[src/rtl/pes_pkg.sv]
// Package for the periodic event scheduler.
// Holds the item kind codes, the classified operation codes and the command
// structure passed between the front and back parts. Depends on nothing.
package pes_pkg;

  localparam logic [1:0] KIND_TICK = 2'd0;
  localparam logic [1:0] KIND_REG  = 2'd1;
  localparam logic [1:0] KIND_MODE = 2'd2;

  typedef enum logic [1:0] {
    OP_TICK = 2'd0,
    OP_REG  = 2'd1,
    OP_MODE = 2'd2,
    OP_NONE = 2'd3
  } op_t;

  typedef struct packed {
    op_t         op;
    logic [31:0] period;
    logic [2:0]  slot;
    logic        enable;
  } cmd_t;

  localparam int QUEUE_DEPTH = 2;

endpackage

[src/rtl/periodic_event_scheduler.sv]
// Periodic event scheduler: a table of up to SLOTS periodic timers driven by a
// 32-bit tick counter that each tick item advances. An item is taken when start
// is high and busy is low; busy rises only when the two-entry command queue is
// full. Each item gives one result beat, shown for one cycle with out_valid
// high; the receiver cannot hold a beat off and must take it in the cycle it is
// shown. A register or disable item is answered straight from the idle state
// once it leaves the queue, an enable item first passes a mode state that sets
// the slot's next due time, and a tick walks the slot table through its single
// read port one slot per cycle. Results come out in the order the items were
// taken.
// Depends on pes_pkg, pes_front and pes_back.
module periodic_event_scheduler #(
  parameter int SLOTS = 8
) (
  input  logic        clk,
  input  logic        rst_n,
  input  logic        start,
  output logic        busy,
  input  logic [1:0]  in_kind,
  input  logic [31:0] in_period,
  input  logic [2:0]  in_slot,
  input  logic        in_enable,
  output logic        out_valid,
  output logic [7:0]  out_fire_mask,
  output logic [2:0]  out_assigned_slot,
  output logic        out_accepted
);

  logic          q_valid;
  logic          q_pop;
  pes_pkg::cmd_t q_cmd;

  pes_front u_front (
    .clk       (clk),
    .rst_n     (rst_n),
    .start     (start),
    .busy      (busy),
    .in_kind   (in_kind),
    .in_period (in_period),
    .in_slot   (in_slot),
    .in_enable (in_enable),
    .q_valid   (q_valid),
    .q_cmd     (q_cmd),
    .q_pop     (q_pop)
  );

  pes_back #(
    .SLOTS (SLOTS)
  ) u_back (
    .clk               (clk),
    .rst_n             (rst_n),
    .q_valid           (q_valid),
    .q_cmd             (q_cmd),
    .q_pop             (q_pop),
    .out_valid         (out_valid),
    .out_fire_mask     (out_fire_mask),
    .out_assigned_slot (out_assigned_slot),
    .out_accepted      (out_accepted)
  );

endmodule

[src/rtl/pes_front.sv]
// Front part of the periodic event scheduler: accepts items, classifies them
// and holds them in a two-entry command queue for the back part.
// Depends on pes_pkg.
module pes_front (
  input  logic          clk,
  input  logic          rst_n,
  input  logic          start,
  output logic          busy,
  input  logic [1:0]    in_kind,
  input  logic [31:0]   in_period,
  input  logic [2:0]    in_slot,
  input  logic          in_enable,
  output logic          q_valid,
  output pes_pkg::cmd_t q_cmd,
  input  logic          q_pop
);

  localparam int CNT_W = $clog2(pes_pkg::QUEUE_DEPTH + 1);

  pes_pkg::cmd_t q_r [pes_pkg::QUEUE_DEPTH];
  logic          wr_ptr_r, wr_ptr_nxt;
  logic          rd_ptr_r, rd_ptr_nxt;
  logic [CNT_W-1:0] cnt_r, cnt_nxt;
  logic          push;
  pes_pkg::cmd_t new_cmd;

  assign busy    = (cnt_r == CNT_W'(pes_pkg::QUEUE_DEPTH));
  assign push    = start && !busy;
  assign q_valid = (cnt_r != '0);
  assign q_cmd   = q_r[rd_ptr_r];

  always_comb begin
    new_cmd.period = in_period;
    new_cmd.slot   = in_slot;
    new_cmd.enable = in_enable;
    unique case (in_kind)
      pes_pkg::KIND_TICK: new_cmd.op = pes_pkg::OP_TICK;
      pes_pkg::KIND_REG:  new_cmd.op = pes_pkg::OP_REG;
      pes_pkg::KIND_MODE: new_cmd.op = pes_pkg::OP_MODE;
      default:            new_cmd.op = pes_pkg::OP_NONE;
    endcase
  end

  always_comb begin
    wr_ptr_nxt = wr_ptr_r;
    rd_ptr_nxt = rd_ptr_r;
    cnt_nxt    = cnt_r;
    if (push) begin
      wr_ptr_nxt = ~wr_ptr_r;
    end
    if (q_pop && q_valid) begin
      rd_ptr_nxt = ~rd_ptr_r;
    end
    if (push && !(q_pop && q_valid)) begin
      cnt_nxt = cnt_r + CNT_W'(1);
    end else if (!push && q_pop && q_valid) begin
      cnt_nxt = cnt_r - CNT_W'(1);
    end
  end

  always_ff @(posedge clk) begin
    if (!rst_n) begin
      wr_ptr_r <= 1'b0;
      rd_ptr_r <= 1'b0;
      cnt_r    <= '0;
    end else begin
      wr_ptr_r <= wr_ptr_nxt;
      rd_ptr_r <= rd_ptr_nxt;
      cnt_r    <= cnt_nxt;
    end
  end

  always_ff @(posedge clk) begin
    if (push) begin
      q_r[wr_ptr_r] <= new_cmd;
    end
  end

endmodule

[src/rtl/pes_back.sv]
// Back part of the periodic event scheduler: executes queued commands against
// the slot table, walking the slots one per cycle on a tick.
// Depends on pes_pkg.
module pes_back #(
  parameter int SLOTS = 8
) (
  input  logic          clk,
  input  logic          rst_n,
  input  logic          q_valid,
  input  pes_pkg::cmd_t q_cmd,
  output logic          q_pop,
  output logic          out_valid,
  output logic [7:0]    out_fire_mask,
  output logic [2:0]    out_assigned_slot,
  output logic          out_accepted
);

  localparam int IDX_W = (SLOTS > 1) ? $clog2(SLOTS) : 1;
  localparam int CNT_W = $clog2(SLOTS + 1);

  typedef enum logic [2:0] {
    ST_IDLE = 3'b001,
    ST_WALK = 3'b010,
    ST_MODE = 3'b100
  } state_t;

  state_t           state_r, state_nxt;
  logic [31:0]      now_r, now_nxt;
  logic [CNT_W-1:0] cnt_r, cnt_nxt;
  logic [SLOTS-1:0] en_r, en_nxt;
  logic [IDX_W-1:0] cur_slot_r, cur_slot_nxt;
  logic [CNT_W-1:0] rd_cnt_r, rd_cnt_nxt;
  logic             chk_v_r, chk_v_nxt;
  logic [IDX_W-1:0] chk_idx_r, chk_idx_nxt;
  logic [7:0]       mask_r, mask_nxt;
  logic             out_valid_r, out_valid_nxt;
  logic [7:0]       out_fire_mask_r, out_fire_mask_nxt;
  logic [2:0]       out_assigned_slot_r, out_assigned_slot_nxt;
  logic             out_accepted_r, out_accepted_nxt;

  logic [31:0]      reload_mem [SLOTS];
  logic [31:0]      due_mem [SLOTS];
  logic [31:0]      reload_q, due_q;

  logic [IDX_W-1:0] rd_addr, wr_addr;
  logic             reload_we, due_we;
  logic [31:0]      reload_wdata, due_wdata;
  logic             slot_ok, table_full, issue;
  logic [IDX_W-1:0] cmd_idx;

  assign cmd_idx    = q_cmd.slot[IDX_W-1:0];
  assign slot_ok    = ({1'b0, q_cmd.slot} < 4'(cnt_r));
  assign table_full = (cnt_r >= CNT_W'(SLOTS));
  assign issue      = (rd_cnt_r < cnt_r);

  always_comb begin
    state_nxt             = state_r;
    now_nxt               = now_r;
    cnt_nxt               = cnt_r;
    en_nxt                = en_r;
    cur_slot_nxt          = cur_slot_r;
    rd_cnt_nxt            = rd_cnt_r;
    chk_v_nxt             = 1'b0;
    chk_idx_nxt           = chk_idx_r;
    mask_nxt              = mask_r;
    out_valid_nxt         = 1'b0;
    out_fire_mask_nxt     = out_fire_mask_r;
    out_assigned_slot_nxt = out_assigned_slot_r;
    out_accepted_nxt      = out_accepted_r;
    q_pop                 = 1'b0;
    rd_addr               = rd_cnt_r[IDX_W-1:0];
    wr_addr               = cur_slot_r;
    reload_we             = 1'b0;
    due_we                = 1'b0;
    reload_wdata          = q_cmd.period - 32'd1;
    due_wdata             = now_r + q_cmd.period;

    unique case (state_r)
      ST_IDLE: begin
        if (q_valid) begin
          q_pop                 = 1'b1;
          out_fire_mask_nxt     = 8'd0;
          out_assigned_slot_nxt = 3'd0;
          out_accepted_nxt      = 1'b0;
          unique case (q_cmd.op)
            pes_pkg::OP_TICK: begin
              now_nxt    = now_r + 32'd1;
              rd_cnt_nxt = '0;
              mask_nxt   = 8'd0;
              state_nxt  = ST_WALK;
            end
            pes_pkg::OP_REG: begin
              out_valid_nxt = 1'b1;
              if (!table_full) begin
                wr_addr               = cnt_r[IDX_W-1:0];
                reload_we             = 1'b1;
                due_we                = 1'b1;
                en_nxt[cnt_r[IDX_W-1:0]] = 1'b0;
                cnt_nxt               = cnt_r + CNT_W'(1);
                out_assigned_slot_nxt = 3'(cnt_r);
                out_accepted_nxt      = 1'b1;
              end
            end
            pes_pkg::OP_MODE: begin
              if (slot_ok) begin
                en_nxt[cmd_idx] = q_cmd.enable;
                if (q_cmd.enable) begin
                  rd_addr      = cmd_idx;
                  cur_slot_nxt = cmd_idx;
                  state_nxt    = ST_MODE;
                end else begin
                  out_valid_nxt    = 1'b1;
                  out_accepted_nxt = 1'b1;
                end
              end else begin
                out_valid_nxt = 1'b1;
              end
            end
            default: begin
              out_valid_nxt = 1'b1;
            end
          endcase
        end
      end
      ST_WALK: begin
        if (issue) begin
          rd_cnt_nxt  = rd_cnt_r + CNT_W'(1);
          chk_v_nxt   = 1'b1;
          chk_idx_nxt = rd_cnt_r[IDX_W-1:0];
        end
        if (chk_v_r && en_r[chk_idx_r] && (due_q == now_r)) begin
          wr_addr   = chk_idx_r;
          due_we    = 1'b1;
          due_wdata = now_r + reload_q;
          mask_nxt  = mask_r | (8'd1 << chk_idx_r);
        end
        if (!issue && !chk_v_r) begin
          out_valid_nxt     = 1'b1;
          out_fire_mask_nxt = mask_r;
          out_accepted_nxt  = 1'b1;
          state_nxt         = ST_IDLE;
        end
      end
      ST_MODE: begin
        wr_addr          = cur_slot_r;
        due_we           = 1'b1;
        due_wdata        = now_r + reload_q;
        out_valid_nxt    = 1'b1;
        out_accepted_nxt = 1'b1;
        state_nxt        = ST_IDLE;
      end
      default: begin
        state_nxt = ST_IDLE;
      end
    endcase
  end

  always_ff @(posedge clk) begin
    if (!rst_n) begin
      state_r     <= ST_IDLE;
      now_r       <= 32'd0;
      cnt_r       <= '0;
      en_r        <= '0;
      rd_cnt_r    <= '0;
      chk_v_r     <= 1'b0;
      out_valid_r <= 1'b0;
    end else begin
      state_r     <= state_nxt;
      now_r       <= now_nxt;
      cnt_r       <= cnt_nxt;
      en_r        <= en_nxt;
      rd_cnt_r    <= rd_cnt_nxt;
      chk_v_r     <= chk_v_nxt;
      out_valid_r <= out_valid_nxt;
    end
  end

  always_ff @(posedge clk) begin
    cur_slot_r          <= cur_slot_nxt;
    chk_idx_r           <= chk_idx_nxt;
    mask_r              <= mask_nxt;
    out_fire_mask_r     <= out_fire_mask_nxt;
    out_assigned_slot_r <= out_assigned_slot_nxt;
    out_accepted_r      <= out_accepted_nxt;
  end

  always_ff @(posedge clk) begin
    if (reload_we) begin
      reload_mem[wr_addr] <= reload_wdata;
    end
    if (due_we) begin
      due_mem[wr_addr] <= due_wdata;
    end
    reload_q <= reload_mem[rd_addr];
    due_q    <= due_mem[rd_addr];
  end

  assign out_valid         = out_valid_r;
  assign out_fire_mask     = out_fire_mask_r;
  assign out_assigned_slot = out_assigned_slot_r;
  assign out_accepted      = out_accepted_r;

  a_cnt_bound: assert property (@(posedge clk) disable iff (!rst_n)
    int'(cnt_r) <= SLOTS)
    else $error("slot count exceeds table size");

  a_mode_result: assert property (@(posedge clk) disable iff (!rst_n)
    (state_r == ST_MODE) |=> (out_valid_r && out_accepted_r && (state_r == ST_IDLE)))
    else $error("enable command did not complete in one cycle");

  a_mask_live: assert property (@(posedge clk) disable iff (!rst_n)
    out_valid_r |-> ((out_fire_mask_r >> cnt_r) == 8'd0))
    else $error("fire mask names an unregistered slot");

  a_chk_live: assert property (@(posedge clk) disable iff (!rst_n)
    chk_v_r |-> (int'(chk_idx_r) < int'(cnt_r)))
    else $error("walk checked a slot beyond the count");

  a_fire_ok: assert property (@(posedge clk) disable iff (!rst_n)
    (out_valid_r && (out_fire_mask_r != 8'd0)) |-> out_accepted_r)
    else $error("fired slots reported on a refused beat");

endmodule

[config.mk]
export PLATFORM = sky130hd
export DESIGN_NAME = periodic_event_scheduler
export DESIGN_NICKNAME = d
export VERILOG_FILES = /design/src/rtl/pes_pkg.sv /design/src/rtl/periodic_event_scheduler.sv /design/src/rtl/pes_front.sv /design/src/rtl/pes_back.sv
export SDC_FILE = /design/constraint.sdc
export NUM_CORES = 1
export LEC_CHECK = 0
export BUFFER_PORTS_ARGS = -buffer_cell sky130_fd_sc_hd__buf_2
export CORE_AREA = 8 8 275 197
export CTS_BUF_LIST = sky130_fd_sc_hd__clkbuf_8
export CTS_CLUSTER_DIAMETER = 100
export CTS_CLUSTER_SIZE = 20
export DETAILED_ROUTE_END_ITERATION = 7
export DIE_AREA = 0 0 283 205
export PLACE_DENSITY_LB_ADDON = 0.3
export SYNTH_ARGS = -nofsm -noshare
export SYNTH_HDL_FRONTEND = slang
export SYNTH_SLANG_ARGS = --single-unit
[constraint.sdc]
create_clock -name clk -period 8 [get_ports clk]
set_input_delay 1.2 -clock clk [delete_from_list [all_inputs] [get_ports clk]]
set_output_delay 1.2 -clock clk [all_outputs]
set_load 0.1 [all_outputs]
==> run_results.csv <==
group,metric,value,unit
die,design.die.area,58000,sq um
sta,fin_setup_tns,0,ns
clock_tree,cts-buffers-inserted,42,
worst_setup_path,ff2ff_setup_slack,2.02,ns
yosys,synth_compound_area_frac,0.0760,
placement,placed_cell_area,33000,sq um
final_layout,final_cell_area,33800,sq um
final_layout,layout-drive-gt1-share,0.0772,
worst_setup_path,critPathCaptureType,"flop",
yosys,synth_seq_cells,736,
placement,dp_hpwl,48.8,mm
routing,firstDrtPassIters,5,
yosys,syn_avg_cell_area,12.4,sq um
worst_setup_path,worstSetupPathType,"flop to flop",
sta,post-route-min-period,5.98,ns
sta,slew_viol_final,0,
sta,setup_viol,0,
routing,drt_iter0_drc,2323,
final_layout,final_common_cell,"edfxtp_1",
min_path,min_delay_path_depth,2,
sta,finClkSkew,0.0489,ns
yosys,synthDistinctLibCells,87,
run_status,outcome,"complete, no violations",
routing,dr_total_vias,20700,
routing,drc,0,
die,initial_core_util,0.641,
routing,drtAntennaViolNets,0,
placement,dp_slack,2.19,ns
clock_tree,cts_setup_buffers,0,
clock_tree,cts_buffer_depth,3,
final_layout,nNetsFinal,2711,
die,die_h,205,microns
global_routing,grt_max_degree,193,
sta,worstMarginPinSlew,1.25,ns
clock_tree,clkTransAtPathRegs,0.12,ns
pwr,p_per_area,202,nW/um^2
pwr,leakagePower,0.0119,uW
clock_tree,cts_sinks,736,
yosys,synth_top_flop_cell,"edfxtp_1",
global_routing,gr-total-overflow,0,
yosys,synthMuxAreaShare,0.0386,
global_routing,grt_pass1_wl,116,mm
clock_tree,cts-resized-gates,0,
worst_setup_path,start_kind,"flop",
die,io_pins,55,
final_layout,final_cell_mix,"614 x edfxtp_1, 485 x nand2_1, 157 x nand3_1",
routing,routed_wl,76.6,mm
yosys,synth-edff-count,614,
yosys,async_flop_share,0,
yosys,synth_top_family_by_area,"simple AND/OR/NAND/NOR gates",
yosys,syn-instance-count,2581,
flow_run,maxCapViolations,0,
yosys,synthSimpleGateAreaFrac,0.144,
clock_tree,ctsHoldBuffers,0,
global_routing,antenna_found_initial,0,
min_path,hp-class,"flop to flop",
yosys,synthAdderAreaFrac,0.0302,
sta,setup_slack,2.02,ns
worst_setup_path,reg2regPathDepth,14,
routing,wl_per_cell,23.2,microns
global_routing,grt_pass1_vias,20000,
die,die_x,283,microns
clock_tree,cts_htree_levels,2,
clock_tree,cts_tree,"done",
sta,rsz0062_at_grt,"false",
sta,post-route-period-util,0.747,
clock_tree,root_buffer,"clkbuf_8",
routing,via_per_inst,6.27,
pwr,ir_drop,0.182,mV
yosys,seq_area_frac_synth,0.652,
final_layout,diodes,0,
placement,routabilityCongestion,0.960,
worst_setup_path,required,8.36,ns
die,rows,69,
worst_setup_path,crit_fanout,50,
worst_setup_path,cp.arrival,6.33,ns
yosys,yosysWarningCount,0,
clock_tree,clk_latency,0.69,ns
yosys,syn_nets,2698,
final_layout,area_growth,5.44,%
sta,slew_headroom,0.160,
die,core_area,50000,sq um
yosys,synth_xor_area_frac,0.0380,
yosys,syn_area,32000,sq um
sta,timing.fmax,167,MHz
placement,portBuffers,54,
sta,hold_violations,0,
global_routing,track_usage,0.258,
-- final timing paths --
kind,to,startpoint
hold reg to reg,u_back.en_r[4],u_back.en_r[4]
setup reg to reg,u_back.due_mem[6][26],flop
hold / removal,u_back.en_r[4],u_back.en_r[4]
setup / recovery,u_back.due_mem[6][26],flop
-- report_power, final --
part | leakage (uW) | internal [uW] | switching (uW)
Sequential | 0.00658 | 4350 | 40.6
Clock | 0.000503 | 546 | 1130
Combinational | 0.00479 | 197 | 551
Total | 0.0119 | 5090 | 1720
-- synthesized netlist by cell type, drive strengths merged (17+ instances only) --
| cell type | n | area, sq um |
|---|---|---|
| a21o | 44 | 330 |
| a21oi | 89 | 449 |
| a32oi | 71 | 622 |
| and2 | 18 | 113 |
| and3 | 81 | 508 |
| buf | 65 | 345 |
| clkbuf | 46 | 174 |
| dfxtp | 122 | 2440 |
| edfxtp | 614 | 18400 |
| ha | 74 | 926 |
| inv | 48 | 180 |
| mux2 | 27 | 308 |
| mux2i | 90 | 905 |
| nand2 | 485 | 1820 |
| nand3 | 158 | 803 |
| nand4 | 25 | 156 |
| nor2 | 125 | 479 |
| nor3 | 31 | 171 |
| o21ai | 60 | 304 |
| or3 | 17 | 106 |
| xnor2 | 86 | 753 |
| xor2 | 53 | 464 |
-- logic make-up after synthesis --
kind of cell	after synthesis
AND/OR/NAND/NOR	995
flip-flops	736
AO/OA/AOI/OAI	357
buffers and inverters	160
XOR/XNOR	139
multiplexers	118
adder cells (fa/ha/maj)	76
-- critical path: stages (launching register included) --
cell and delay (ns):
dfxtp_2 0.45, buf_4 0.53, mux2i_2 0.58, inv_1 0.10, ha_1 0.23, fa_1 0.44
a21o_1 0.19, a21oi_1 0.27, nor2_1 0.08, o31ai_1 0.63, nand3_1 0.26, a41oi_1 0.60
o21ai_1 0.27, a22o_1 0.26, o31ai_1 0.76
-- cell type report --
class / instances / area (sq um)
flip-flops and latches: 736 / 20900
clock inverters: 35 / 168
inverters: 49 / 184
repair buffers: 80 / 490
fillers: 3505 / 16200
multi-input cells: 1685 / 10600
clock buffers: 43 / 592
well taps: 674 / 843
-- per-stage QoR --
step            util  total power, uW  hold slack [ns]  instances
2_1_floorplan      -             4970            0.450       2581
3_3_place_gp   0.660             5180            0.462       3224
3_5_place_dp   0.660             5210            0.472       3224
4_1_cts        0.676             6820            0.489       3302
5_1_grt        0.676             7020            0.520       3302
6_report       0.676             6820            0.484       3302
-- sequential cells by signal, indices dropped and copies added, names as in the netlist, named ones only --
register and flops:
u_back.out_valid 1, u_back.due_q 32, u_front.q_r 76, u_back.mask_r 8
u_back.reload_mem 256, u_back.due_mem 256, u_back.state_r 3, u_back.cnt_r 4
u_back.out_fire_mask 8, u_back.out_accepted 1, u_back.out_assigned_slot 3, u_front.rd_ptr_r 1
u_back.cur_slot_r 3, u_front.cnt_r 2, u_back.now_r 32, u_back.chk_idx_r 3
u_back.rd_cnt_r 4, u_front.wr_ptr_r 1, u_back.chk_v_r 1, u_back.reload_q 32
u_back.en_r 8
-- layer usage --
layer	vias to the layer above	track usage	wire length (microns)
li1	9475	-	-
met1	10200	0.359	32600
met2	945	0.394	34100
met3	128	0.0734	7760
met4	0	0.0785	2150
met5	-	0	0
Note: power is estimated with default switching activity, not from simulation.
